`src/rtl/jse_pkg.sv`:
```
// ----------------------------------------------------------------------------
// JSON string escaper package
// Shared request descriptor, character codes and the hex digit table.
// ----------------------------------------------------------------------------
package jse_pkg;

    typedef enum logic [1:0] {
        KIND_RAW,
        KIND_PAIR,
        KIND_UESC,
        KIND_EMPTY
    } jse_kind_t;

    typedef struct packed {
        jse_kind_t   kind;
        logic [15:0] ch;
        logic        first;
        logic        last;
    } jse_desc_t;

    localparam logic [15:0] CH_NUL    = 16'h0000;
    localparam logic [15:0] CH_BS     = 16'h0008;
    localparam logic [15:0] CH_TAB    = 16'h0009;
    localparam logic [15:0] CH_LF     = 16'h000A;
    localparam logic [15:0] CH_FF     = 16'h000C;
    localparam logic [15:0] CH_CR     = 16'h000D;
    localparam logic [15:0] CH_SPACE  = 16'h0020;
    localparam logic [15:0] CH_QUOTE  = 16'h0022;
    localparam logic [15:0] CH_SLASH  = 16'h002F;
    localparam logic [15:0] CH_ZERO   = 16'h0030;
    localparam logic [15:0] CH_BSLASH = 16'h005C;
    localparam logic [15:0] CH_LOW_B  = 16'h0062;
    localparam logic [15:0] CH_LOW_F  = 16'h0066;
    localparam logic [15:0] CH_LOW_N  = 16'h006E;
    localparam logic [15:0] CH_LOW_R  = 16'h0072;
    localparam logic [15:0] CH_LOW_T  = 16'h0074;
    localparam logic [15:0] CH_LOW_U  = 16'h0075;

    localparam logic [7:0] HEX_DIGIT [16] = '{
        8'h30, 8'h31, 8'h32, 8'h33, 8'h34, 8'h35, 8'h36, 8'h37,
        8'h38, 8'h39, 8'h61, 8'h62, 8'h63, 8'h64, 8'h65, 8'h66
    };

    function automatic logic [15:0] hex_char(input logic [3:0] nib);
        return {8'h00, HEX_DIGIT[nib]};
    endfunction

endpackage

```
`src/rtl/jse_if.sv`:
```
// ----------------------------------------------------------------------------
// JSON string escaper channels
// Valid/ready channels for code units, escaped characters and configuration.
// ----------------------------------------------------------------------------
interface jse_unit_if;
    logic        valid;
    logic        ready;
    logic [15:0] code_unit;
    logic        first_unit;
    logic        final_unit;
    logic        empty_string;

    modport source (output valid, code_unit, first_unit, final_unit, empty_string,
                    input ready);
    modport sink (input valid, code_unit, first_unit, final_unit, empty_string,
                  output ready);
endinterface

interface jse_char_if;
    logic        valid;
    logic        ready;
    logic [15:0] out_char;
    logic        run_end;

    modport source (output valid, out_char, run_end, input ready);
    modport sink (input valid, out_char, run_end, output ready);
endinterface

interface jse_cfg_if;
    logic valid;
    logic ready;
    logic relaxed_escaping;

    modport source (output valid, relaxed_escaping, input ready);
    modport sink (input valid, relaxed_escaping, output ready);
endinterface

```
`src/rtl/jse_front.sv`:
```
// ----------------------------------------------------------------------------
// JSON string escaper front end
// Accepts code units, holds the escaping mode and classifies each request.
// ----------------------------------------------------------------------------
module jse_front
    import jse_pkg::*;
(
    input  logic      clk,
    input  logic      rst_n,
    jse_unit_if.sink  unit_ch,
    jse_cfg_if.sink   cfg_ch,
    input  logic      full,
    output logic      push,
    output jse_desc_t push_data
);

    logic        relaxed_reg;
    logic [15:0] c;

    assign cfg_ch.ready = 1'b1;

    always_ff @(posedge clk or negedge rst_n)
    begin
        if (!rst_n)
        begin
            relaxed_reg <= 1'b0;
        end
        else if (cfg_ch.valid)
        begin
            relaxed_reg <= cfg_ch.relaxed_escaping;
        end
    end

    assign unit_ch.ready = !full;
    assign push          = unit_ch.valid && !full;
    assign c             = unit_ch.code_unit;

    always_comb
    begin
        push_data.first = unit_ch.first_unit;
        push_data.last  = unit_ch.final_unit;
        push_data.ch    = c;
        push_data.kind  = KIND_RAW;
        priority if (unit_ch.empty_string)
        begin
            push_data.kind  = KIND_EMPTY;
            push_data.first = 1'b1;
            push_data.last  = 1'b1;
        end
        else if (c == CH_QUOTE || c == CH_BSLASH)
        begin
            push_data.kind = KIND_PAIR;
        end
        else if (c == CH_LF)
        begin
            push_data.kind = KIND_PAIR;
            push_data.ch   = CH_LOW_N;
        end
        else if (c == CH_CR)
        begin
            push_data.kind = KIND_PAIR;
            push_data.ch   = CH_LOW_R;
        end
        else if (c == CH_NUL)
        begin
            push_data.kind = KIND_UESC;
        end
        else if (relaxed_reg && (c < CH_SPACE || c == CH_SLASH))
        begin
            push_data.kind = KIND_RAW;
        end
        else if (c == CH_SLASH)
        begin
            push_data.kind = KIND_PAIR;
        end
        else if (c == CH_BS)
        begin
            push_data.kind = KIND_PAIR;
            push_data.ch   = CH_LOW_B;
        end
        else if (c == CH_FF)
        begin
            push_data.kind = KIND_PAIR;
            push_data.ch   = CH_LOW_F;
        end
        else if (c == CH_TAB)
        begin
            push_data.kind = KIND_PAIR;
            push_data.ch   = CH_LOW_T;
        end
        else if (c < CH_SPACE)
        begin
            push_data.kind = KIND_UESC;
        end
        else
        begin
            push_data.kind = KIND_RAW;
        end
    end

endmodule

```
`src/rtl/jse_fifo.sv`:
```
// ----------------------------------------------------------------------------
// JSON string escaper request queue
// Short queue of classified requests between the front and back ends.
// ----------------------------------------------------------------------------
module jse_fifo
    import jse_pkg::*;
#(
    parameter int DEPTH = 4
)
(
    input  logic      clk,
    input  logic      rst_n,
    input  logic      push,
    input  jse_desc_t push_data,
    output logic      full,
    input  logic      pop,
    output jse_desc_t pop_data,
    output logic      empty
);

    localparam int PTR_W = (DEPTH > 1) ? $clog2(DEPTH) : 1;
    localparam int CNT_W = $clog2(DEPTH + 1);

    jse_desc_t          mem_reg [DEPTH];
    logic [PTR_W-1:0]   wr_ptr_reg;
    logic [PTR_W-1:0]   rd_ptr_reg;
    logic [CNT_W-1:0]   count_reg;
    logic [PTR_W-1:0]   wr_ptr_next;
    logic [PTR_W-1:0]   rd_ptr_next;

    assign full     = (count_reg == CNT_W'(DEPTH));
    assign empty    = (count_reg == '0);
    assign pop_data = mem_reg[rd_ptr_reg];

    assign wr_ptr_next = (wr_ptr_reg == PTR_W'(DEPTH - 1)) ? '0 : wr_ptr_reg + 1'b1;
    assign rd_ptr_next = (rd_ptr_reg == PTR_W'(DEPTH - 1)) ? '0 : rd_ptr_reg + 1'b1;

    always_ff @(posedge clk)
    begin
        if (push)
        begin
            mem_reg[wr_ptr_reg] <= push_data;
        end
    end

    always_ff @(posedge clk or negedge rst_n)
    begin
        if (!rst_n)
        begin
            wr_ptr_reg <= '0;
            rd_ptr_reg <= '0;
            count_reg  <= '0;
        end
        else
        begin
            if (push)
            begin
                wr_ptr_reg <= wr_ptr_next;
            end
            if (pop)
            begin
                rd_ptr_reg <= rd_ptr_next;
            end
            if (push && !pop)
            begin
                count_reg <= count_reg + 1'b1;
            end
            else if (pop && !push)
            begin
                count_reg <= count_reg - 1'b1;
            end
        end
    end

endmodule

```
`src/rtl/jse_back.sv`:
```
// ----------------------------------------------------------------------------
// JSON string escaper back end
// Steps through each queued request; one char per cycle unless char_ch stalls.
// ----------------------------------------------------------------------------
module jse_back
    import jse_pkg::*;
(
    input  logic      clk,
    input  logic      rst_n,
    input  jse_desc_t pop_data,
    input  logic      empty,
    output logic      pop,
    jse_char_if.source char_ch
);

    logic [2:0]  idx_reg;
    logic        out_valid_reg;
    logic [15:0] out_char_reg;
    logic        run_end_reg;

    logic [2:0]  body_len;
    logic [3:0]  total;
    logic [2:0]  last_idx;
    logic [2:0]  j;
    logic        at_last;
    logic        load;
    logic [15:0] chr;
    logic [15:0] body_chr;

    always_comb
    begin
        unique case (pop_data.kind)
            KIND_RAW:   body_len = 3'd1;
            KIND_PAIR:  body_len = 3'd2;
            KIND_UESC:  body_len = 3'd6;
            KIND_EMPTY: body_len = 3'd0;
            default:    body_len = 3'd0;
        endcase
    end

    assign total    = {1'b0, body_len} + 4'(pop_data.first) + 4'(pop_data.last);
    assign last_idx = 3'(total - 4'd1);
    assign at_last  = (idx_reg == last_idx);
    assign j        = idx_reg - 3'(pop_data.first);

    always_comb
    begin
        unique case (pop_data.kind)
            KIND_RAW:   body_chr = pop_data.ch;
            KIND_PAIR:  body_chr = (j == 3'd0) ? CH_BSLASH : pop_data.ch;
            KIND_UESC:
            begin
                unique case (j)
                    3'd0:    body_chr = CH_BSLASH;
                    3'd1:    body_chr = CH_LOW_U;
                    3'd2:    body_chr = CH_ZERO;
                    3'd3:    body_chr = CH_ZERO;
                    3'd4:    body_chr = hex_char(pop_data.ch[7:4]);
                    default: body_chr = hex_char(pop_data.ch[3:0]);
                endcase
            end
            default:    body_chr = CH_QUOTE;
        endcase
    end

    always_comb
    begin
        priority if (pop_data.first && idx_reg == 3'd0)
        begin
            chr = CH_QUOTE;
        end
        else if (j < body_len)
        begin
            chr = body_chr;
        end
        else
        begin
            chr = CH_QUOTE;
        end
    end

    assign load = !out_valid_reg || char_ch.ready;
    assign pop  = load && !empty && at_last;

    always_ff @(posedge clk or negedge rst_n)
    begin
        if (!rst_n)
        begin
            out_valid_reg <= 1'b0;
            idx_reg       <= 3'd0;
        end
        else if (load)
        begin
            out_valid_reg <= !empty;
            if (!empty)
            begin
                idx_reg <= at_last ? 3'd0 : idx_reg + 3'd1;
            end
        end
    end

    always_ff @(posedge clk)
    begin
        if (load && !empty)
        begin
            out_char_reg <= chr;
            run_end_reg  <= at_last;
        end
    end

    assign char_ch.valid    = out_valid_reg;
    assign char_ch.out_char = out_char_reg;
    assign char_ch.run_end  = run_end_reg;

    a_pop_rewinds: assert property (@(posedge clk) disable iff (!rst_n)
        pop |=> idx_reg == 3'd0)
        else $error("step index not rewound after pop");

    a_empty_idle: assert property (@(posedge clk) disable iff (!rst_n)
        empty |-> idx_reg == 3'd0)
        else $error("step index moved with queue empty");

    a_idx_bound: assert property (@(posedge clk) disable iff (!rst_n)
        !empty |-> idx_reg <= last_idx)
        else $error("step index past end of run");

    a_run_end_mark: assert property (@(posedge clk) disable iff (!rst_n)
        (load && !empty) |=> out_valid_reg && (run_end_reg == $past(at_last)))
        else $error("run end mark does not match step");

endmodule

```
`src/rtl/json_string_escaper.sv`:
```
// ----------------------------------------------------------------------------
// JSON string escaper
// Turns a stream of UTF-16 code units into JSON-quoted, escaped text.
// ----------------------------------------------------------------------------
// unit_ch takes one code unit per request with first_unit, final_unit and
// empty_string flags. char_ch returns the escaped text one code unit per
// request; run_end marks the last character caused by an input request.
// cfg_ch writes relaxed_escaping; write it only while the block is idle.
// An input request yields 1 to 8 characters: quotes at the string ends,
// two for a short escape, six for a \u00xx escape.
// The first character of a request passes through the queue and then the
// output register before it is valid.
// While char_ch does not stall, the back end emits one character per cycle,
// so plain units inside a string sustain one request per cycle; an escape
// holds the back end until all its characters are out, while the front end
// keeps taking requests into a FIFO_DEPTH-entry queue.
// When char_ch stalls, the output register holds, the queue fills and
// unit_ch.ready drops once the queue is full.
// Reset empties the queue and clears relaxed_escaping to strict mode.
// ----------------------------------------------------------------------------
module json_string_escaper
    import jse_pkg::*;
#(
    parameter int FIFO_DEPTH = 4
)
(
    input  logic       clk,
    input  logic       rst_n,
    jse_unit_if.sink   unit_ch,
    jse_char_if.source char_ch,
    jse_cfg_if.sink    cfg_ch
);

    logic      push;
    logic      pop;
    logic      full;
    logic      empty;
    jse_desc_t push_data;
    jse_desc_t pop_data;

    jse_front u_front (
        .clk       (clk),
        .rst_n     (rst_n),
        .unit_ch   (unit_ch),
        .cfg_ch    (cfg_ch),
        .full      (full),
        .push      (push),
        .push_data (push_data)
    );

    jse_fifo #(
        .DEPTH (FIFO_DEPTH)
    ) u_fifo (
        .clk       (clk),
        .rst_n     (rst_n),
        .push      (push),
        .push_data (push_data),
        .full      (full),
        .pop       (pop),
        .pop_data  (pop_data),
        .empty     (empty)
    );

    jse_back u_back (
        .clk      (clk),
        .rst_n    (rst_n),
        .pop_data (pop_data),
        .empty    (empty),
        .pop      (pop),
        .char_ch  (char_ch)
    );

endmodule
```
`src/flat_wrapper.sv`:
```
// flat-port wrapper written by rule: the top's interface ports become plain ports
module json_string_escaper_flat import jse_pkg::*;
#(
    parameter int FIFO_DEPTH = 4
)
  (clk, rst_n, unit_ch_valid, unit_ch_code_unit, unit_ch_first_unit, unit_ch_final_unit, unit_ch_empty_string, unit_ch_ready, char_ch_valid, char_ch_out_char, char_ch_run_end, char_ch_ready, cfg_ch_valid, cfg_ch_relaxed_escaping, cfg_ch_ready);
  jse_unit_if unit_ch_i ();
  jse_char_if char_ch_i ();
  jse_cfg_if cfg_ch_i ();
  input  logic clk;
  input  logic rst_n;
  input wire logic [$bits(unit_ch_i.valid)-1:0] unit_ch_valid;
  input wire logic [$bits(unit_ch_i.code_unit)-1:0] unit_ch_code_unit;
  input wire logic [$bits(unit_ch_i.first_unit)-1:0] unit_ch_first_unit;
  input wire logic [$bits(unit_ch_i.final_unit)-1:0] unit_ch_final_unit;
  input wire logic [$bits(unit_ch_i.empty_string)-1:0] unit_ch_empty_string;
  output wire logic [$bits(unit_ch_i.ready)-1:0] unit_ch_ready;
  output wire logic [$bits(char_ch_i.valid)-1:0] char_ch_valid;
  output wire logic [$bits(char_ch_i.out_char)-1:0] char_ch_out_char;
  output wire logic [$bits(char_ch_i.run_end)-1:0] char_ch_run_end;
  input wire logic [$bits(char_ch_i.ready)-1:0] char_ch_ready;
  input wire logic [$bits(cfg_ch_i.valid)-1:0] cfg_ch_valid;
  input wire logic [$bits(cfg_ch_i.relaxed_escaping)-1:0] cfg_ch_relaxed_escaping;
  output wire logic [$bits(cfg_ch_i.ready)-1:0] cfg_ch_ready;
  assign unit_ch_i.valid = unit_ch_valid;
  assign unit_ch_i.code_unit = unit_ch_code_unit;
  assign unit_ch_i.first_unit = unit_ch_first_unit;
  assign unit_ch_i.final_unit = unit_ch_final_unit;
  assign unit_ch_i.empty_string = unit_ch_empty_string;
  assign unit_ch_ready = unit_ch_i.ready;
  assign char_ch_valid = char_ch_i.valid;
  assign char_ch_out_char = char_ch_i.out_char;
  assign char_ch_run_end = char_ch_i.run_end;
  assign char_ch_i.ready = char_ch_ready;
  assign cfg_ch_i.valid = cfg_ch_valid;
  assign cfg_ch_i.relaxed_escaping = cfg_ch_relaxed_escaping;
  assign cfg_ch_ready = cfg_ch_i.ready;
  json_string_escaper #(.FIFO_DEPTH(FIFO_DEPTH)) u_core (.clk(clk), .rst_n(rst_n), .unit_ch(unit_ch_i), .char_ch(char_ch_i), .cfg_ch(cfg_ch_i));
endmodule
```
`config.mk`:
```
export PLATFORM = sky130hd
export DESIGN_NAME = json_string_escaper_flat
export DESIGN_NICKNAME = d
export VERILOG_FILES = /design/src/rtl/jse_pkg.sv /design/src/rtl/jse_if.sv /design/src/rtl/jse_front.sv /design/src/rtl/jse_fifo.sv /design/src/rtl/jse_back.sv /design/src/rtl/json_string_escaper.sv /design/src/flat_wrapper.sv
export SDC_FILE = /design/constraint.sdc
export NUM_CORES = 1
export LEC_CHECK = 0
export BUFFER_PORTS_ARGS = -buffer_cell sky130_fd_sc_hd__buf_2
export CAP_MARGIN = 20
export CORE_MARGIN = 8
export CORE_UTILIZATION = 60
export DETAILED_ROUTE_END_ITERATION = 10
export PLACE_DENSITY_LB_ADDON = 0.1
export SLEW_MARGIN = 20
export SYNTH_ARGS = -nofsm -noshare
export SYNTH_HDL_FRONTEND = slang
export SYNTH_SLANG_ARGS = --single-unit
```
`constraint.sdc`:
```
create_clock -name clk -period 5.9 [get_ports clk]
set_input_delay 0.295 -clock clk [delete_from_list [all_inputs] [get_ports clk]]
set_output_delay 0.295 -clock clk [all_outputs]
set_load 0.02 [all_outputs]
```
---- After elaboration in Yosys (flattened, before gate mapping) ----
Memories as Yosys holds them, arrays and structs flattened.
Cells that the tools add are included.
operators by class
  $add $sub $neg .......................... 9
  magnitude comparators ................... 4
  eq/ne operators ......................... 19
  mux-type cells .......................... 33
  bitwise logic cells ..................... 4
  reductions and logical operators ........ 24
operators by type and width
  operator             count
  $mux 16              7
  $eq 16x4->1 const B  5
  $mux 18              4
  $pmux 16 s3          1
  $eq 16x6->1 const B  2
  $mux 8               4
  $pmux 8 s4           1
  $mux 2               10
  $eq 16x7->1 const B  1
  $logic_not 16->1     1
  $lt 16x6->1 const B  1
  $pmux 3 s4           1
  $ge 5x5->1 const B   2
  $not 4->5            2
  $logic_not 3->1      3
  $mux 3               3
  $eq 2x2->1 const B   4
  $logic_and 1x1->1    7
  $add 3x1->3          2
  $add 3x1->3 const B  2
  $eq 3x2->1 const B   2
  $eq 3x3->1 const B   2
  $sub 3x1->3 const B  2
  $logic_not 1->1      5
  13 further kinds     19
word-level totals
  bits in registers ....................... 29
  memory bits (writable) .................. 80
  memory bits (read-only) ................. 256
  bits of input ports ..................... 25
  output and inout bits ................... 20
  word-level logic and storage cells ...... 104
  memories ................................ 3
memory list
  memory                 depth  bits a word  read ports  clocked after Yosys merged registers in  wr ports  line            text
  (name not given)       16     8            1           0                                        0         jse_pkg.sv:45   return {8'h00, HEX_DIGIT[nib]};
  (name not given)       16     8            1           0                                        0         jse_pkg.sv:45
  u_core.u_fifo.mem_reg  4      20           1           0                                        1         jse_fifo.sv:24  jse_desc_t mem_reg [DEPTH];

---- Depth between registers and ports, before layout ----
  depth after elaboration ................. 12
  gate-level depth with buffers ........... 22
  gate-level depth less buffers ........... 19

---- By module ----
From an unflattened synthesis, not the netlist that was laid out.
unflattened totals
  cells, all modules ...................... 363
  area, all modules ....................... 5348.9 sq um
modules (own cells, without submodules)
  module     times used  cells each  area each (sq um)  seq. area each (sq um)
  jse_fifo   1           141         3305.7             2577.5
  jse_back   1           143         1496.4             610.6
  jse_front  1           79          546.8              25.0

---- Worst setup path before layout ----
Ideal clock, no wire load.
  kind .................................... register to register
  start point ............................. register u_core.u_fifo.rd_ptr_reg[0]
  end point ............................... register u_core.u_fifo.count_reg[1]
  library setup time ...................... 0.125 ns
  data arrival time ....................... 4.420 ns
  required time ........................... 5.775 ns
  setup slack ............................. 1.355 ns
  cell stages (with the launch flop) ...... 21
  path buffers ............................ 3
  period minus slack after synthesis ...... 4.545 ns
  cell sequence ........................... dfrtp_1 > buf_6 > buf_12 > buf_2 > mux4_2 > inv_1 > ha_1 > inv_1 > ha_1 > inv_1 > ha_1 > inv_1 > fa_1 > xor3_1 > nor3_1 > and2_1 > inv_1 > ha_1 > inv_1 > fa_1 > mux2_2
between the ends
  cells in the longest elaborated chain, start to end .. 11
  elaborated cells on any way between the ends .. 16
  classes of those cells .................. 3 x add/sub; 4 x eq/ne; 2 x mux; 6 x reduce/logical; 1 x memory
ends and longest elaborated chain
  what                                         line            text
  start, declared                              jse_fifo.sv:26  logic [PTR_W-1:0] rd_ptr_reg;
  start signal, assigned                       jse_fifo.sv:62  rd_ptr_reg <= rd_ptr_next;
  $mem_v2 4x20 *                               -
  $eq 2x2->1 (tied with other cells)           jse_back.sv:32  unique case (pop_data.kind)
  $pmux 3 s4                                   jse_back.sv:32
  $add 3x1->3                                  jse_back.sv:41  assign total = {1'b0, body_len} + 4'(pop_data.first) + 4'(pop_data.last);
  $add 3x1->3 *                                jse_back.sv:41
  $sub 3x1->3 *                                jse_back.sv:42  assign last_idx = 3'(total - 4'd1);
  $eq 3x3->1 *                                 jse_back.sv:43  assign at_last = (idx_reg == last_idx);
  named net u_core.u_back.at_last              jse_back.sv:25  logic at_last;
  $logic_and 1x1->1 *                          jse_back.sv:83  assign pop = load && !empty && at_last;
  $logic_not 1->1                              jse_fifo.sv:64  if (push && !pop)
  $logic_and 1x1->1                            jse_fifo.sv:64
  $mux 3 or $reduce_bool 2->1 (tied branches)  -
  end signal, assigned                         jse_fifo.sv:66  count_reg <= count_reg + 1'b1;
  end signal, assigned                         jse_fifo.sv:70  count_reg <= count_reg - 1'b1;
  end, declared                                jse_fifo.sv:27  logic [CNT_W-1:0] count_reg;
Mark *: on every way through the listed nets, which the timed path passes. The rest lies on a longest branch.
A chain may end at the register's enable or synchronous reset.

---- Worst setup path in the final report ----
Ends and elaborated chain as after synthesis.

==> metrics.yaml <==
floorplan:
  coreArea_um2: 8636
  chipWidth_um: 109.8
  row_count: 34
  die_y_um: 109.8
  initial_utilization_pct: 61.14
  die-area_um2: 12060
  num_io_pins: 45
sta:
  max_freq_mhz: 213.0
  final-max-slew-violation-count: 0
  hold_viol_final: 0
  clock-skew-final_ps: 21.22
  rsz0062_at_grt: "no"
  slew_headroom_pct: 27.87
  timing.final.crit_share_pct: 79.57
  min_period_ps: 4695
  setup_violations: 0
  tns_ps: 0
  worst_slew_pin_slew_ps: 1082
routing:
  drt-vias-per-instance: 5.967
  postRouteAntennaNets: 0
  firstDrtPassIters: 4
  wirelength_um: 9552
  wl_per_cell_um: 18.66
  drc: 0
  via_count: 3055
  first_iter_violations: 163
global_route:
  grt_pass1_wl_um: 15180
  grt_usage_pct: 16.70
  grt_max_degree: 25
  grt_pass1_vias: 2974
  overflow: 0
  grt_antenna_before_repair: 0
worst_setup_path:
  crit_arrival_ps: 4960
  cp.required_ps: 6160
  critical_path_class: "reg2reg"
  crit_fanout: 23
  end_kind: "flip-flop"
  startpoint_type: "flip-flop"
power_and_ir_drop:
  p_leak_nw: 2.156
  power.share.clock_pct: 15.1
  irDropWorstVdd_mv: 0.2301
  swShare_pct: 39.23
  seq_power_share_pct: 37.4
  power_density_nw_per_um2: 544.2
  pwr-share-comb_pct: 47.6
  finalPower_mw: 3.154
  intPower_mw: 1.916
  p_sw_mw: 1.237
clocking:
  cts_root_buf: "clkbuf_8"
  clock_path_buffers: 2
  cts_buffers: 9
  htreeDepth: 3
  path_clk_slew_ps: 110
  post_cts_buffers: 0
  cts_sinks: 109
  cts_resized: 0
  tritoncts: "yes"
  insertion_delay_ps: 380
synthesis:
  ys_seq_elements: 109
  synth_nets: 410
  synthFlopType: "edfxtp_1"
  syn_inst: 358
  ys_warn_count: 0
  synth-edff-count: 97
  syn_avg_cell_area_um2: 14.75
  yosysSeqAreaShare_pct: 60.85
  async_flop_share_pct: 11.01
  syn-cell-area_um2: 5280
  synth.distinct_cells: 61
min_path:
  hold_class: "in2reg"
placement:
  hpwl_um: 6682
  port_buffers: 43
  gp_congestion: 0.9180
  dp.cells: 495
  postPlaceCellArea_um2: 5562
final_layout:
  final_nets: 451
  antennaDiodeCount: 0
  area_delta_synth_final_pct: 9.763
  largest_reg_flops: 80
  fin_cells: 512
  finalInstanceArea_um2: 5796
  drive_gt1_share_pct: 24.26
  n_fill_cell: 635
outcome:
  outcome: "complete, no violations"
job:
  max_cap_viol_count: 0
worst paths after layout:
kind	start	slack, ps	depth (start not counted)	endpoint
max in group asynchronous	rst_n	5320	2	u_core.u_fifo.rd_ptr_reg[1]
hold reg to reg	u_core.u_fifo.count_reg[2]	500	1	u_core.u_fifo.count_reg[2]
min in group asynchronous	rst_n	320	2	u_core.u_front.relaxed_reg
setup / recovery	u_core.u_fifo.rd_ptr_reg[0]	1210	18	u_core.u_fifo.count_reg[1]
hold / removal	char_ch_ready	100	2	u_core.u_back.char_ch.valid
setup reg to reg	u_core.u_fifo.rd_ptr_reg[0]	1210	18	u_core.u_fifo.count_reg[1]
power by group through the flow:
stage | logic [mW] | clock network [mW] | registers, mW
6_report | 1.50 | 0.475 | 1.18
5_1_grt | 1.66 | 0.516 | 1.20
4_1_cts | 1.51 | 0.483 | 1.18
3_5_place_dp | 1.51 | 0 | 1.20
3_3_place_gp | 1.47 | 0 | 1.19
2_1_floorplan | 1.11 | 0 | 1.25
critical path: stages (launching register included):
cell and delay [ps]:
dfrtp_1 340, buf_4 360, mux4_2 610, inv_1 150, ha_1 180, inv_1 40, ha_1 270, inv_1 50
ha_1 130, inv_1 50, fa_1 380, xor3_1 350, nor3_1 410, and2_1 260, inv_1 60, ha_1 210
inv_1 80, fa_1 380, mux2_2 260
synth_stat cells, types with 6 or more instances:
cell	number	area share, %
a21oi_1	10	0.95
nand2_1	13	0.92
clkbuf_1	11	0.78
nor2_1	14	1.0
dfrtp_1	12	5.7
mux4_2	14	6.0
o21ai_0	10	0.95
ha_1	25	5.9
nor2b_1	12	1.4
o22ai_1	9	1.1
inv_1	28	2.0
edfxtp_1	97	55
nor3_1	6	0.57
cell type report:
class	instances	area [um2]	area share, %
clock buffer	9	123.9	2.137
inverter	28	105.1	1.813
timing repair buffer	47	247.7	4.275
sequential	109	3213	55.44
multi-input combinational	204	1872	32.30
clock inverter	7	98.84	1.706
tap	108	135.1	2.332
layout by cell type (no fill, tap or decap), types with 10 or more instances in the layout:
cell type,n
nand2_1,13
inv_1,28
buf_2,43
nor2b_1,12
nor2_1,14
mux4_2,14
edfxtp_1,97
o21ai_0,10
dfrtp_1,12
ha_1,25
metal layers:
metal | track usage (%) | vias to the layer above | wire length [um]
li1 | - | 1448 | -
met1 | 20.59 | 1518 | 3969
met2 | 28.68 | 82 | 4962
met3 | 4.045 | 7 | 523
met4 | 4.532 | 0 | 96
met5 | 0 | - | 0
metrics by stage:
step / hold WS (ps) / util, % / worst slack [ps]
global route: 96.71 / 67.11 / 911.9
CTS: 83.89 / 67.10 / 1208
global placement: 213.3 / 64.40 / 1317
finish: 102.6 / 67.11 / 1205
detailed placement: 211.5 / 64.40 / 1214
floorplan: -0.5911 / - / 1355
repair_timing:
item / in CTS / in global routing
hold buffers: 1 / 0
endpoints found under the setup margin: 0 / 0
hold endpoints to repair: 12 / 0
logic make-up after synthesis:
group / after synthesis / synth area share [%]
AO/OA/AOI/OAI: 54 / 7.062
XOR/XNOR: 8 / 1.611
adder cells (fa/ha/maj): 27 / 6.682
buffers and inverters: 45 / 3.791
flip-flops: 109 / 60.85
multiplexers: 28 / 10.57
other: 1 / 0.07102
AND/OR/NAND/NOR: 86 / 9.360
Power figures use the tool's default switching activity.
